==> src/hw/rtl/cfq_pkg.sv <==
// ----------------------------------------------------------------------------
// cfq_pkg: shared types and constants of the circular FIFO queue
// Sizes of the entry store, stream beat layouts, status codes and index helpers.
// ----------------------------------------------------------------------------
`default_nettype none

package cfq_pkg;

	// storage geometry
	localparam int DEPTH  = 16;
	localparam int DATA_W = 32;
	localparam int IDX_W  = (DEPTH > 1) ? $clog2(DEPTH) : 1;
	localparam int CNT_W  = $clog2(DEPTH + 1);

	// fixed field widths
	localparam int CAP_W  = 5;
	localparam int STAT_W = 2;
	localparam int OCC_W  = 5;

	// stream beat widths, padded to whole bytes
	localparam int IN_TW   = ((DATA_W + 7) / 8) * 8;
	localparam int OUT_RAW = STAT_W + 3 * DATA_W + OCC_W;
	localparam int OUT_TW  = ((OUT_RAW + 7) / 8) * 8;

	// capacity after reset
	localparam logic [CAP_W-1:0] CAP_RESET = CAP_W'(16);

	// operation kinds carried in tuser
	localparam logic KIND_ENQ = 1'b0;
	localparam logic KIND_DEQ = 1'b1;

	typedef enum logic [STAT_W-1:0] {
		ST_OK    = 2'd0,
		ST_FULL  = 2'd1,
		ST_EMPTY = 2'd2
	} status_t;

	// map a written capacity into 1..DEPTH
	function automatic logic [CNT_W-1:0] clamp_cap(input logic [CAP_W-1:0] v);
		logic [CNT_W-1:0] r;
		if (v == '0)
			r = CNT_W'(1);
		else if (32'(v) > DEPTH)
			r = CNT_W'(DEPTH);
		else
			r = CNT_W'(v);
		return r;
	endfunction

	// step an index by one, wrapping at the capacity
	function automatic logic [IDX_W-1:0] advance(input logic [IDX_W-1:0] idx,
			input logic [CNT_W-1:0] cap);
		logic [CNT_W:0] n;
		logic [IDX_W-1:0] r;
		n = (CNT_W+1)'(idx) + (CNT_W+1)'(1);
		if (n >= (CNT_W+1)'(cap))
			r = '0;
		else
			r = IDX_W'(n);
		return r;
	endfunction

endpackage

`default_nettype wire

==> src/hw/rtl/cfq_ram.sv <==
// ----------------------------------------------------------------------------
// cfq_ram: simple dual-port synchronous RAM
// One write port and one read port, read data registered.
// ----------------------------------------------------------------------------
`default_nettype none

module cfq_ram #(
	parameter int DATA_W = 32,
	parameter int DEPTH  = 16,
	parameter int ADDR_W = (DEPTH > 1) ? $clog2(DEPTH) : 1
) (
	input  wire logic              clk,
	input  wire logic              we,
	input  wire logic [ADDR_W-1:0] waddr,
	input  wire logic [DATA_W-1:0] wdata,
	input  wire logic              re,
	input  wire logic [ADDR_W-1:0] raddr,
	output logic      [DATA_W-1:0] rdata
);

	logic [DATA_W-1:0] mem_q [DEPTH];
	logic [DATA_W-1:0] rdata_q;

	// write port
	always_ff @(posedge clk) begin
		if (we)
			mem_q[waddr] <= wdata;
	end

	// registered read port
	always_ff @(posedge clk) begin
		if (re)
			rdata_q <= mem_q[raddr];
	end

	assign rdata = rdata_q;

endmodule

`default_nettype wire

==> src/hw/rtl/circular_fifo_queue.sv <==
// ----------------------------------------------------------------------------
// circular_fifo_queue: ring-buffer FIFO with run-time capacity
// Enqueue/dequeue beats in, one status beat out per operation.
// ----------------------------------------------------------------------------
//  channel   | dir | beat contents
//  s_axis    | in  | tuser: kind (0 enq, 1 deq); tdata: push_value
//  m_axis    | out | tdata: status, popped, head, tail, occupancy
//  cfg       | in  | capacity write, taken only while empty
//
//  An operation updates indices and the entry store at its accept edge; a
//  dequeue reads the next head entry from the RAM, which returns in the next
//  cycle and is forwarded into the result. Results leave from a status stage
//  and an output register, so one beat per cycle is taken while the output
//  is drained; a stalled output holds the input off after two beats queue up.
//  Reset empties the queue and sets capacity 16; the entry store keeps no
//  reset.
// ----------------------------------------------------------------------------
`default_nettype none

module circular_fifo_queue
	import cfq_pkg::*;
(
	input  wire logic              clk,
	input  wire logic              arst_n,
	// slave stream
	input  wire logic              s_axis_tvalid,
	output logic                   s_axis_tready,
	input  wire logic [IN_TW-1:0]  s_axis_tdata,  // push_value
	input  wire logic [0:0]        s_axis_tuser,  // kind
	// master stream
	output logic                   m_axis_tvalid,
	input  wire logic              m_axis_tready,
	output logic      [OUT_TW-1:0] m_axis_tdata,  // status, popped_value, head_value,
	                                               // tail_value, occupancy, zero pad
	// configuration
	input  wire logic              cfg_we,
	input  wire logic [CAP_W-1:0]  cfg_wdata      // capacity
);

	// queue state
	logic [CNT_W-1:0]  cap_q;
	logic [IDX_W-1:0]  head_idx_q, tail_idx_q;
	logic [CNT_W-1:0]  count_q;
	logic [DATA_W-1:0] head_val_q, tail_val_q;
	logic              rd_pend_q;

	// status stage and output register
	logic              s1_valid_q;
	status_t           s1_status_s1;
	logic [DATA_W-1:0] s1_popped_s1;
	logic              out_valid_q;
	logic [OUT_TW-1:0] out_data_q;

	logic              out_free, in_acc, is_deq, full, empty, enq_ok, deq_ok, cap_wr;
	logic [DATA_W-1:0] push, head_cur, ram_rdata, head_out, tail_out;
	logic [IDX_W-1:0]  head_nx, tail_nx;
	logic [CNT_W-1:0]  cap_new;
	status_t           status_in;

	// handshake
	assign out_free      = !out_valid_q || m_axis_tready;
	assign s_axis_tready = !s1_valid_q || out_free;
	assign in_acc        = s_axis_tvalid && s_axis_tready;

	// decode of the incoming beat
	assign is_deq  = (s_axis_tuser[0] == KIND_DEQ);
	assign push    = s_axis_tdata[DATA_W-1:0];
	assign full    = (count_q >= cap_q);
	assign empty   = (count_q == '0);
	assign enq_ok  = in_acc && !is_deq && !full;
	assign deq_ok  = in_acc && is_deq && !empty;
	assign head_nx = advance(head_idx_q, cap_q);
	assign tail_nx = advance(tail_idx_q, cap_q);
	assign cap_new = clamp_cap(cfg_wdata);
	assign cap_wr  = cfg_we && empty;

	// head entry forwarded from the ram the cycle after a dequeue
	assign head_cur = rd_pend_q ? ram_rdata : head_val_q;

	always_comb begin
		if (is_deq)
			status_in = empty ? ST_EMPTY : ST_OK;
		else
			status_in = full ? ST_FULL : ST_OK;
	end

	cfq_ram #(
		.DATA_W (DATA_W),
		.DEPTH  (DEPTH)
	) u_ram (
		.clk   (clk),
		.we    (enq_ok),
		.waddr (tail_nx),
		.wdata (push),
		.re    (deq_ok),
		.raddr (head_nx),
		.rdata (ram_rdata)
	);

	// indices, count and capacity
	always_ff @(posedge clk or negedge arst_n) begin
		if (!arst_n) begin
			cap_q      <= clamp_cap(CAP_RESET);
			head_idx_q <= '0;
			tail_idx_q <= IDX_W'(clamp_cap(CAP_RESET) - CNT_W'(1));
			count_q    <= '0;
			rd_pend_q  <= 1'b0;
		end else begin
			rd_pend_q <= deq_ok;
			if (cap_wr) begin
				cap_q      <= cap_new;
				head_idx_q <= '0;
				tail_idx_q <= IDX_W'(cap_new - CNT_W'(1));
			end else if (enq_ok) begin
				tail_idx_q <= tail_nx;
				count_q    <= count_q + CNT_W'(1);
			end else if (deq_ok) begin
				head_idx_q <= head_nx;
				count_q    <= count_q - CNT_W'(1);
			end
		end
	end

	// cached head and tail entries
	always_ff @(posedge clk) begin
		if (enq_ok) begin
			tail_val_q <= push;
			head_val_q <= empty ? push : head_cur;
		end else begin
			head_val_q <= head_cur;
		end
	end

	// status stage
	always_ff @(posedge clk or negedge arst_n) begin
		if (!arst_n)
			s1_valid_q <= 1'b0;
		else if (s_axis_tready)
			s1_valid_q <= in_acc;
	end

	always_ff @(posedge clk) begin
		if (in_acc) begin
			s1_status_s1 <= status_in;
			s1_popped_s1 <= deq_ok ? head_cur : '0;
		end
	end

	// result fields from the state left by the item in the status stage
	assign head_out = empty ? '0 : head_cur;
	assign tail_out = empty ? '0 : tail_val_q;

	// output register
	always_ff @(posedge clk or negedge arst_n) begin
		if (!arst_n)
			out_valid_q <= 1'b0;
		else if (out_free)
			out_valid_q <= s1_valid_q;
	end

	always_ff @(posedge clk) begin
		if (s1_valid_q && out_free)
			out_data_q <= OUT_TW'({OCC_W'(count_q), tail_out, head_out,
				s1_popped_s1, s1_status_s1});
	end

	assign m_axis_tvalid = out_valid_q;
	assign m_axis_tdata  = out_data_q;

	// checks
	a_count_cap: assert property (@(posedge clk) disable iff (!arst_n)
		count_q <= cap_q)
		else $error("entry count above capacity");

	a_stall_src: assert property (@(posedge clk) disable iff (!arst_n)
		!s_axis_tready |-> (s1_valid_q && out_valid_q))
		else $error("input held off with a free result slot");

	a_pend_src: assert property (@(posedge clk) disable iff (!arst_n)
		rd_pend_q |-> $past(in_acc && is_deq))
		else $error("head read pending without a dequeue");

	a_cap_reset: assert property (@(posedge clk) disable iff (!arst_n)
		cfg_we && empty |=> (head_idx_q == '0) && (count_q == '0))
		else $error("capacity write did not reset the head index");

endmodule

`default_nettype wire

==> config.mk <==
export PLATFORM = sky130hd
export DESIGN_NAME = circular_fifo_queue
export DESIGN_NICKNAME = d
export VERILOG_FILES = /design/src/hw/rtl/cfq_pkg.sv /design/src/hw/rtl/cfq_ram.sv /design/src/hw/rtl/circular_fifo_queue.sv
export SDC_FILE = /design/constraint.sdc
export NUM_CORES = 1
export LEC_CHECK = 0
export BUFFER_PORTS_ARGS = -buffer_cell sky130_fd_sc_hd__buf_2
export CORE_MARGIN = 2
export CORE_UTILIZATION = 45
export CTS_CLUSTER_DIAMETER = 50
export DETAILED_ROUTE_END_ITERATION = 10
export HOLD_SLACK_MARGIN = 0.03
export PLACE_DENSITY = 0.68
export SETUP_SLACK_MARGIN = 0.02
export SYNTH_ARGS = -nofsm -noshare
export SYNTH_HDL_FRONTEND = slang
export SYNTH_SLANG_ARGS = --single-unit
==> constraint.sdc <==
create_clock -name clk -period 8.35 [get_ports clk]
set_input_delay 0.835 -clock clk [delete_from_list [all_inputs] [get_ports clk]]
set_output_delay 0.835 -clock clk [all_outputs]
set_load 0.01 [all_outputs]
==> results.cfg, run 1 <==
[critical_path]
criticalPathCategory = flop to flop
rr_startpoint = head_idx_q[0]$_DFFE_PN0P_
end_kind = flop
r2r-end = u_ram.rdata[15]$_DFFE_PP_
endpoint = u_ram.rdata[15]$_DFFE_PP_
reg2reg_slack_ps = 2580
crit_path_max_fanout = 45
worstPathRequired_ps = 8730
crit_chain = ha_2 -> ha_1 -> nand2_1 -> o21a_1 -> buf_4 -> nor2_2 -> nor2b_2 -> buf_4 -> o211ai_1 -> a32o_1
crit_start = head_idx_q[0]$_DFFE_PN0P_
cp_common_cell = buf_4
rr_worst_depth = 10
startpoint_type = flop
crit_arrival_ps = 6150
slowest_stage = ha_2
cp_slowest_stage_delay_ps = 1110

[grt]
grt_pass1_vias = 17031
grt_pass1_wl_microns = 104000
grt_max_degree = 77
grt-ovfl-total = 0
grt_usage_pct = 20.5
antenna_found_initial = 4

[power_and_ir_drop]
p_leak_nw = 11.2
p_seq_share_pct = 39.8
irDropWorstVdd_v = 0.000322
combPwrFrac_pct = 33.3
pwr-share-clk_pct = 26.9
pwr_density_cell_mw_per_mm2 = 374
internal-power_w = 0.00825
swShare_pct = 34.6
switching_power_w = 0.00437

[drt]
num_vias = 17013
dr.pass1.iters = 6
vias_per_cell = 5.77
drc = 0
drt_iter0_markers = 1699
wirelength_microns = 69100
ant_nets = 0
wl_per_cell_microns = 23.4

[timing]
rsz0062_at_grt = false
slew_viol_final = 0
finalCritPeriodShare_pct = 69.1
slew_headroom_pct = 13.1
hold_viol = 0
worst_pin_slew_ps = 1300
fin_worst_skew_ps = 34.1
post-route-min-period_ps = 5770
clock.fmax_ghz = 0.173
setup_violations = 0
fin_setup_tns_ps = 0

[clock_tree]
ctsHoldBuffers = 0
cts_root_buf = clkbuf_16
htree_levels = 3
clockBufferDepth = 3
clock-sinks = 766
clkSlewWorstSetupHoldPaths_ps = 60
cts_made_buffers = 74
clk_latency_ps = 630
cts_tree = done
cts_resized = 0
post_cts_buffers = 0

[cells_and_area]
area_delta_synth_final_pct = 14.1
nets = 2097
diodes = 0
final_cells = 2949
drive_gt1_share_pct = 17.8

[floorplan]
num_rows = 93
ios = 149
design.die.area_sq_mm = 0.0678
start_util_pct = 45.7
die_x_microns = 260
core_area_sq_mm = 0.0647
die_h_microns = 260

[synth]
ys_types = 58
async_reset_ff_share_pct = 2.74
syn_inst = 1902
synth_flop_cell = edfxtp_1
syn-num-nets = 1967
synth_area_leaders = edfxtp_1, dfxtp_1, nor2_1
synth_area_leader_cell = edfxtp_1
syn_area_sq_mm = 0.0296
synth.ff_latch_count = 766
avgSynthCellArea_sq_um = 15.6
yosysMostFrequentCell = edfxtp_1
yosys_warnings = 0
synthTopCellsByCount = edfxtp_1, nor2_1, nand2_1
yosysSeqAreaShare_pct = 76.4
synth-edff-count = 713
synth.top_cell.area_share_pct = 72.4

[place]
dp.cells = 2811
io_buffers = 147
gp_congestion = 0.826
dp_hpwl_microns = 40200

[job]
maxCapViolations = 0

[min_path]
hp-class = input pin to async pin

[run_status]
status = finished, final reports clean
==> through the flow <==
| step | total power, W | util, % | setup slack (ps) | hold slack, ps | instance area [sq um] |
|---|---|---|---|---|---|
| finish | 0.0126 | 52.2 | 2580 | 202 | 33700 |
| detailed placement | 0.00928 | 48.3 | 2530 | 405 | 31300 |
| floorplan | 0.00791 | - | 1440 | 400 | 29600 |
| global route | 0.0132 | 52.2 | 2310 | 231 | 33700 |
| global placement | 0.00914 | 48.3 | 2560 | 404 | 31300 |
| CTS | 0.0127 | 52.2 | 2540 | 188 | 33700 |
==> layout by cell type, fill, tap and decap left out, types with 6 or more instances in the layout <==
cell | Yosys | routed
edfxtp_1 | 713 | 713
buf_2 | 44 | 147
nor2_1 | 153 | 140
nand2_1 | 138 | 137
a21oi_1 | 112 | 112
clkbuf_16 | 0 | 76
a22oi_1 | 61 | 61
o21ai_0 | 40 | 40
nand2b_1 | 39 | 39
mux2i_1 | 35 | 35
a211oi_1 | 34 | 34
and2_1 | 37 | 34
buf_4 | 5 | 34
o211ai_1 | 33 | 33
mux2_2 | 32 | 32
a32oi_1 | 32 | 32
dfxtp_1 | 32 | 32
a211o_1 | 31 | 31
nand4_1 | 31 | 31
a221oi_1 | 31 | 31
a2bb2oi_1 | 30 | 30
a31o_1 | 30 | 30
ha_1 | 21 | 20
clkbuf_1 | 71 | 15
dfrtp_1 | 16 | 14
nor2_4 | 1 | 13
clkinv_2 | 0 | 13
inv_1 | 11 | 11
clkinv_1 | 0 | 10
bufinv_16 | 0 | 9
nor3_1 | 8 | 8
nand3b_1 | 6 | 6
==> registers in the layout, indices dropped and copies added, names as in the netlist <==
name / flops
m_axis_tdata: 103
head_val_q: 32
m_axis_tvalid: 1
head_idx_q: 4
count_q: 5
u_ram.rdata: 32
u_ram.mem_q: 512
s1_status_s1: 2
s1_popped_s1: 32
tail_val_q: 32
s1_valid_q: 1
rd_pend_q: 1
cap_q: 5
tail_idx_q: 4
==> cells by family (layout without fill, tap and decap cells) <==
family / Yosys count / in the layout / share of synthesized area (%)
DFF: 766 / 766 / 76.4
AOI/OAI and AO/OA: 464 / 464 / 11.2
and+or+nand+nor: 436 / 436 / 6.80
buffers and inverters: 138 / 330 / 2.00
muxes: 67 / 67 / 2.40
adders and majority gates: 22 / 22 / 0.956
xor gates and xnor gates: 8 / 8 / 0.288
other: 1 / 1 / 0.0127
==> worst min path at each step <==
stage / slack [ps] / from / end / cells past startpoint
2_1_floorplan: 400 / s1_status_s1[0]$_SDFFCE_PP0N_ / m_axis_tdata[0]$_DFFE_PP_ / 0
3_3_place_gp: 400 / s1_popped_s1[23]$_SDFFCE_PN0N_ / m_axis_tdata[25]$_DFFE_PP_ / 0
3_5_place_dp: 400 / s1_popped_s1[26]$_SDFFCE_PN0N_ / m_axis_tdata[28]$_DFFE_PP_ / 0
4_1_cts: 190 / arst_n / s1_valid_q$_DFFE_PN0N_ / 1
5_1_grt: 230 / arst_n / s1_valid_q$_DFFE_PN0N_ / 1
6_report: 200 / arst_n / m_axis_tvalid$_DFFE_PN0P_ / 1
==> worst max-delay path, delay by kind of cell, from the launching register on <==
family / cells / cell delay, ps
buffers and inverters: 2 / 850
AND/OR/NAND/NOR: 3 / 1090
flip-flops: 1 / 990
AO/OA/AOI/OAI: 3 / 1080
adder cells (fa/ha/maj): 2 / 1500
==> metal layers <==
layer | track usage, % | routed length (microns)
met5 | 0 | 53
met4 | 6.41 | 1530
met3 | 3.25 | 5160
met2 | 34.7 | 34100
met1 | 27.2 | 28200
==> power groups by stage <==
stage / clock [W] / sequential, W / combinational, W
6_report: 0.00339 / 0.00503 / 0.00421
5_1_grt: 0.00359 / 0.00506 / 0.00458
4_1_cts: 0.00345 / 0.00503 / 0.00420
3_5_place_dp: 0 / 0.00511 / 0.00417
3_3_place_gp: 0 / 0.00509 / 0.00405
2_1_floorplan: 0 / 0.00504 / 0.00287
==> final cells by class <==
cell class	count	area (sq um)
Sequential cell	766	22600
Timing Repair Buffer	181	991
Clock inverter	45	502
Clock buffer	93	1990
Tap cell	855	1070
Fill cell	5224	30900
Multi-Input combinational cell	998	6580
Inverter	11	41.3
No activity file was read; power rests on OpenSTA's default activity.
==> run 2: changes to the inputs <==
--- a/config.mk
+++ b/config.mk
@@ -11,7 +11,7 @@
 export CTS_CLUSTER_DIAMETER = 50
 export DETAILED_ROUTE_END_ITERATION = 10
 export HOLD_SLACK_MARGIN = 0.03
-export PLACE_DENSITY = 0.68
+export PLACE_DENSITY = 0.7
 export SETUP_SLACK_MARGIN = 0.02
 export SYNTH_ARGS = -nofsm -noshare
 export SYNTH_HDL_FRONTEND = slang
==> constraint.sdc (replaced) <==
create_clock -name clk -period 5.22 [get_ports clk]
set_input_delay 0.522 -clock clk [delete_from_list [all_inputs] [get_ports clk]]
set_output_delay 0.522 -clock clk [all_outputs]
set_load 0.01 [all_outputs]
==> run 2 against run 1 <==
Compared with the run above:
- flip-flop and latch count unchanged
- combinational power is 65% higher
- global-route usage is 0.34 points lower
- non-clock buffer count grew 9
- clock skew decreased by 4.3 ps
- routed wire length fell by 0.79%
- first-iteration DRC count grew 19%
- sequential share of layout area rose by 0.10 points
- maximum frequency up 39%
- worst setup slack worse by 1500 ps
- die area unchanged
==> results.cfg, run 2 (synthesized netlist as in run 1, its figures left out) <==
[cells_and_area]
design_area_sq_mm = 0.0337
final_util_pct = 52.1
area_delta_synth_final_pct = 13.9
layout_commonest_cell = edfxtp_1
drive_gt1_share_pct = 17.9
regMostFlops = u_ram.mem_q
nets = 2103
final_cell_mix = edfxtp_1, buf_2, nor2_1, nand2_1, a21oi_1
fill_cells = 5208
largest_reg_flops = 512

[critical_path]
slowest_stage = nor2_4
reg2reg_slack_ps = 1070
criticalPathCategory = flop to flop
rr_worst_depth = 9
rr_startpoint = tail_idx_q[0]$_DFFE_PN1P_
crit_path_max_fanout = 32
r2r-end = u_ram.mem_q[4][10]$_DFFE_PP_
end_kind = flop
worstPathRequired_ps = 5440
crit_start = tail_idx_q[0]$_DFFE_PN1P_
startpoint_type = flop
crit_chain = ha_1 -> xor2_1 -> ha_1 -> a21o_1 -> a31oi_1 -> o21ai_1 -> nor2_4 -> nand3b_1 -> nor2_4
crit_arrival_ps = 4370
cp_slowest_stage_delay_ps = 960

[power_and_ir_drop]
pwr_density_cell_mw_per_mm2 = 593
irDropWorstVdd_v = 0.000573
p_leak_nw = 11.2

[timing]
hold_viol = 0
worst_hold_slack_ps = 118
clock.fmax_ghz = 0.241
fin_setup_tns_ps = 0
worst_pin_slew_ps = 1130
fin_worst_skew_ps = 29.8
finalCritPeriodShare_pct = 79.5
setup_violations = 0
rsz0062_at_grt = false
slew_viol_final = 0
post-route-min-period_ps = 4150
slew_headroom_pct = 24.9

[min_path]
hp-class = input pin to flop
hp-start = s_axis_tvalid
holdPathEnd = s1_valid_q$_DFFE_PN0N_
hold_depth = 2

[drt]
ant_nets = 0
wirelength_microns = 68500
vias_per_cell = 5.87
dr.pass1.iters = 5
drc = 0
wl_per_cell_microns = 23.2
num_vias = 17331
drt_iter0_markers = 2026

[clock_tree]
clk_latency_ps = 610
cts_resized = 0
clockBufferDepth = 3
clkSlewWorstSetupHoldPaths_ps = 60
cts_tree = done
cts_root_buf = clkbuf_16
clock-sinks = 766
htree_levels = 3
post_cts_buffers = 0
cts_made_buffers = 71
ctsHoldBuffers = 1

[place]
dpl-instance-area_sq_mm = 0.0314
io_buffers = 147
gp_congestion = 0.813
dp_hpwl_microns = 40600

[floorplan]
ios = 149
design.die.area_sq_mm = 0.0678
die_h_microns = 260
start_util_pct = 45.7
core_area_sq_mm = 0.0647
num_rows = 93
die_x_microns = 260

[grt]
antenna_found_initial = 8
grt_max_degree = 94
grt_pass1_vias = 17135
grt-ovfl-total = 0
grt_usage_pct = 20.1
grt_pass1_wl_microns = 103000

[job]
maxCapViolations = 0

[run_status]
status = finished, final reports clean
-- run 2: worst max-delay path, delay by kind of cell, from the launching register on --
kind / cells / cell delay [ps]
simple gates: 3 / 1480
flops: 1 / 740
compound gates: 3 / 560
fa+ha+maj: 2 / 620
xor+xnor: 1 / 350
-- run 2: stage by stage --
step                std cells  setup slack (ps)  power, W
finish                   2953              1070    0.0200
global route             2952               779    0.0209
CTS                      2952              1090    0.0200
detailed placement       2819              1070    0.0149
global placement         2819              1260    0.0148
floorplan                1902               182    0.0127
-- run 2: cell type report --
cell class                 count  area, sq um  area share (%)
timing repair buffer         190         1090            3.22
inverter                      11         41.3           0.123
clock inverter                45          318           0.943
sequential                   766        22600            67.0
antenna                        1         2.50         0.00743
tap                          855         1070            3.17
clock buffer                  87         1980            5.89
multi-input combinational    998         6610            19.6
-- run 2: where the power goes --
group	leakage, nW	internal [W]	switching [W]
Sequential	7.05	0.00768	0.000306
Clock	1.13	0.00287	0.00219
Combinational	3.01	0.00241	0.00454
-- run 2: worst max path at each step --
| stage | to | slack, ps | cells after the start |
|---|---|---|---|
| 3_5_place_dp | u_ram.mem_q[4][7]$_DFFE_PP_ | 1070 | 9 |
| 5_1_grt | u_ram.mem_q[4][10]$_DFFE_PP_ | 780 | 9 |
| 3_3_place_gp | u_ram.mem_q[4][7]$_DFFE_PP_ | 1260 | 9 |
| 6_report | u_ram.mem_q[4][10]$_DFFE_PP_ | 1070 | 9 |
| 2_1_floorplan | u_ram.mem_q[1][0]$_DFFE_PP_ | 180 | 9 |
| 4_1_cts | u_ram.mem_q[4][10]$_DFFE_PP_ | 1090 | 9 |
-- run 2: metal layers --
layer | part of all wire [%] | up-vias | wire [microns] | global-route usage [%]
met5 | 0.12 | - | 80 | 0
met4 | 1.7 | 14 | 1150 | 5.57
met3 | 9.4 | 111 | 6420 | 4.67
met2 | 48 | 793 | 32600 | 32.5
met1 | 41 | 8728 | 28300 | 27.5
li1 | - | 7685 | - | -
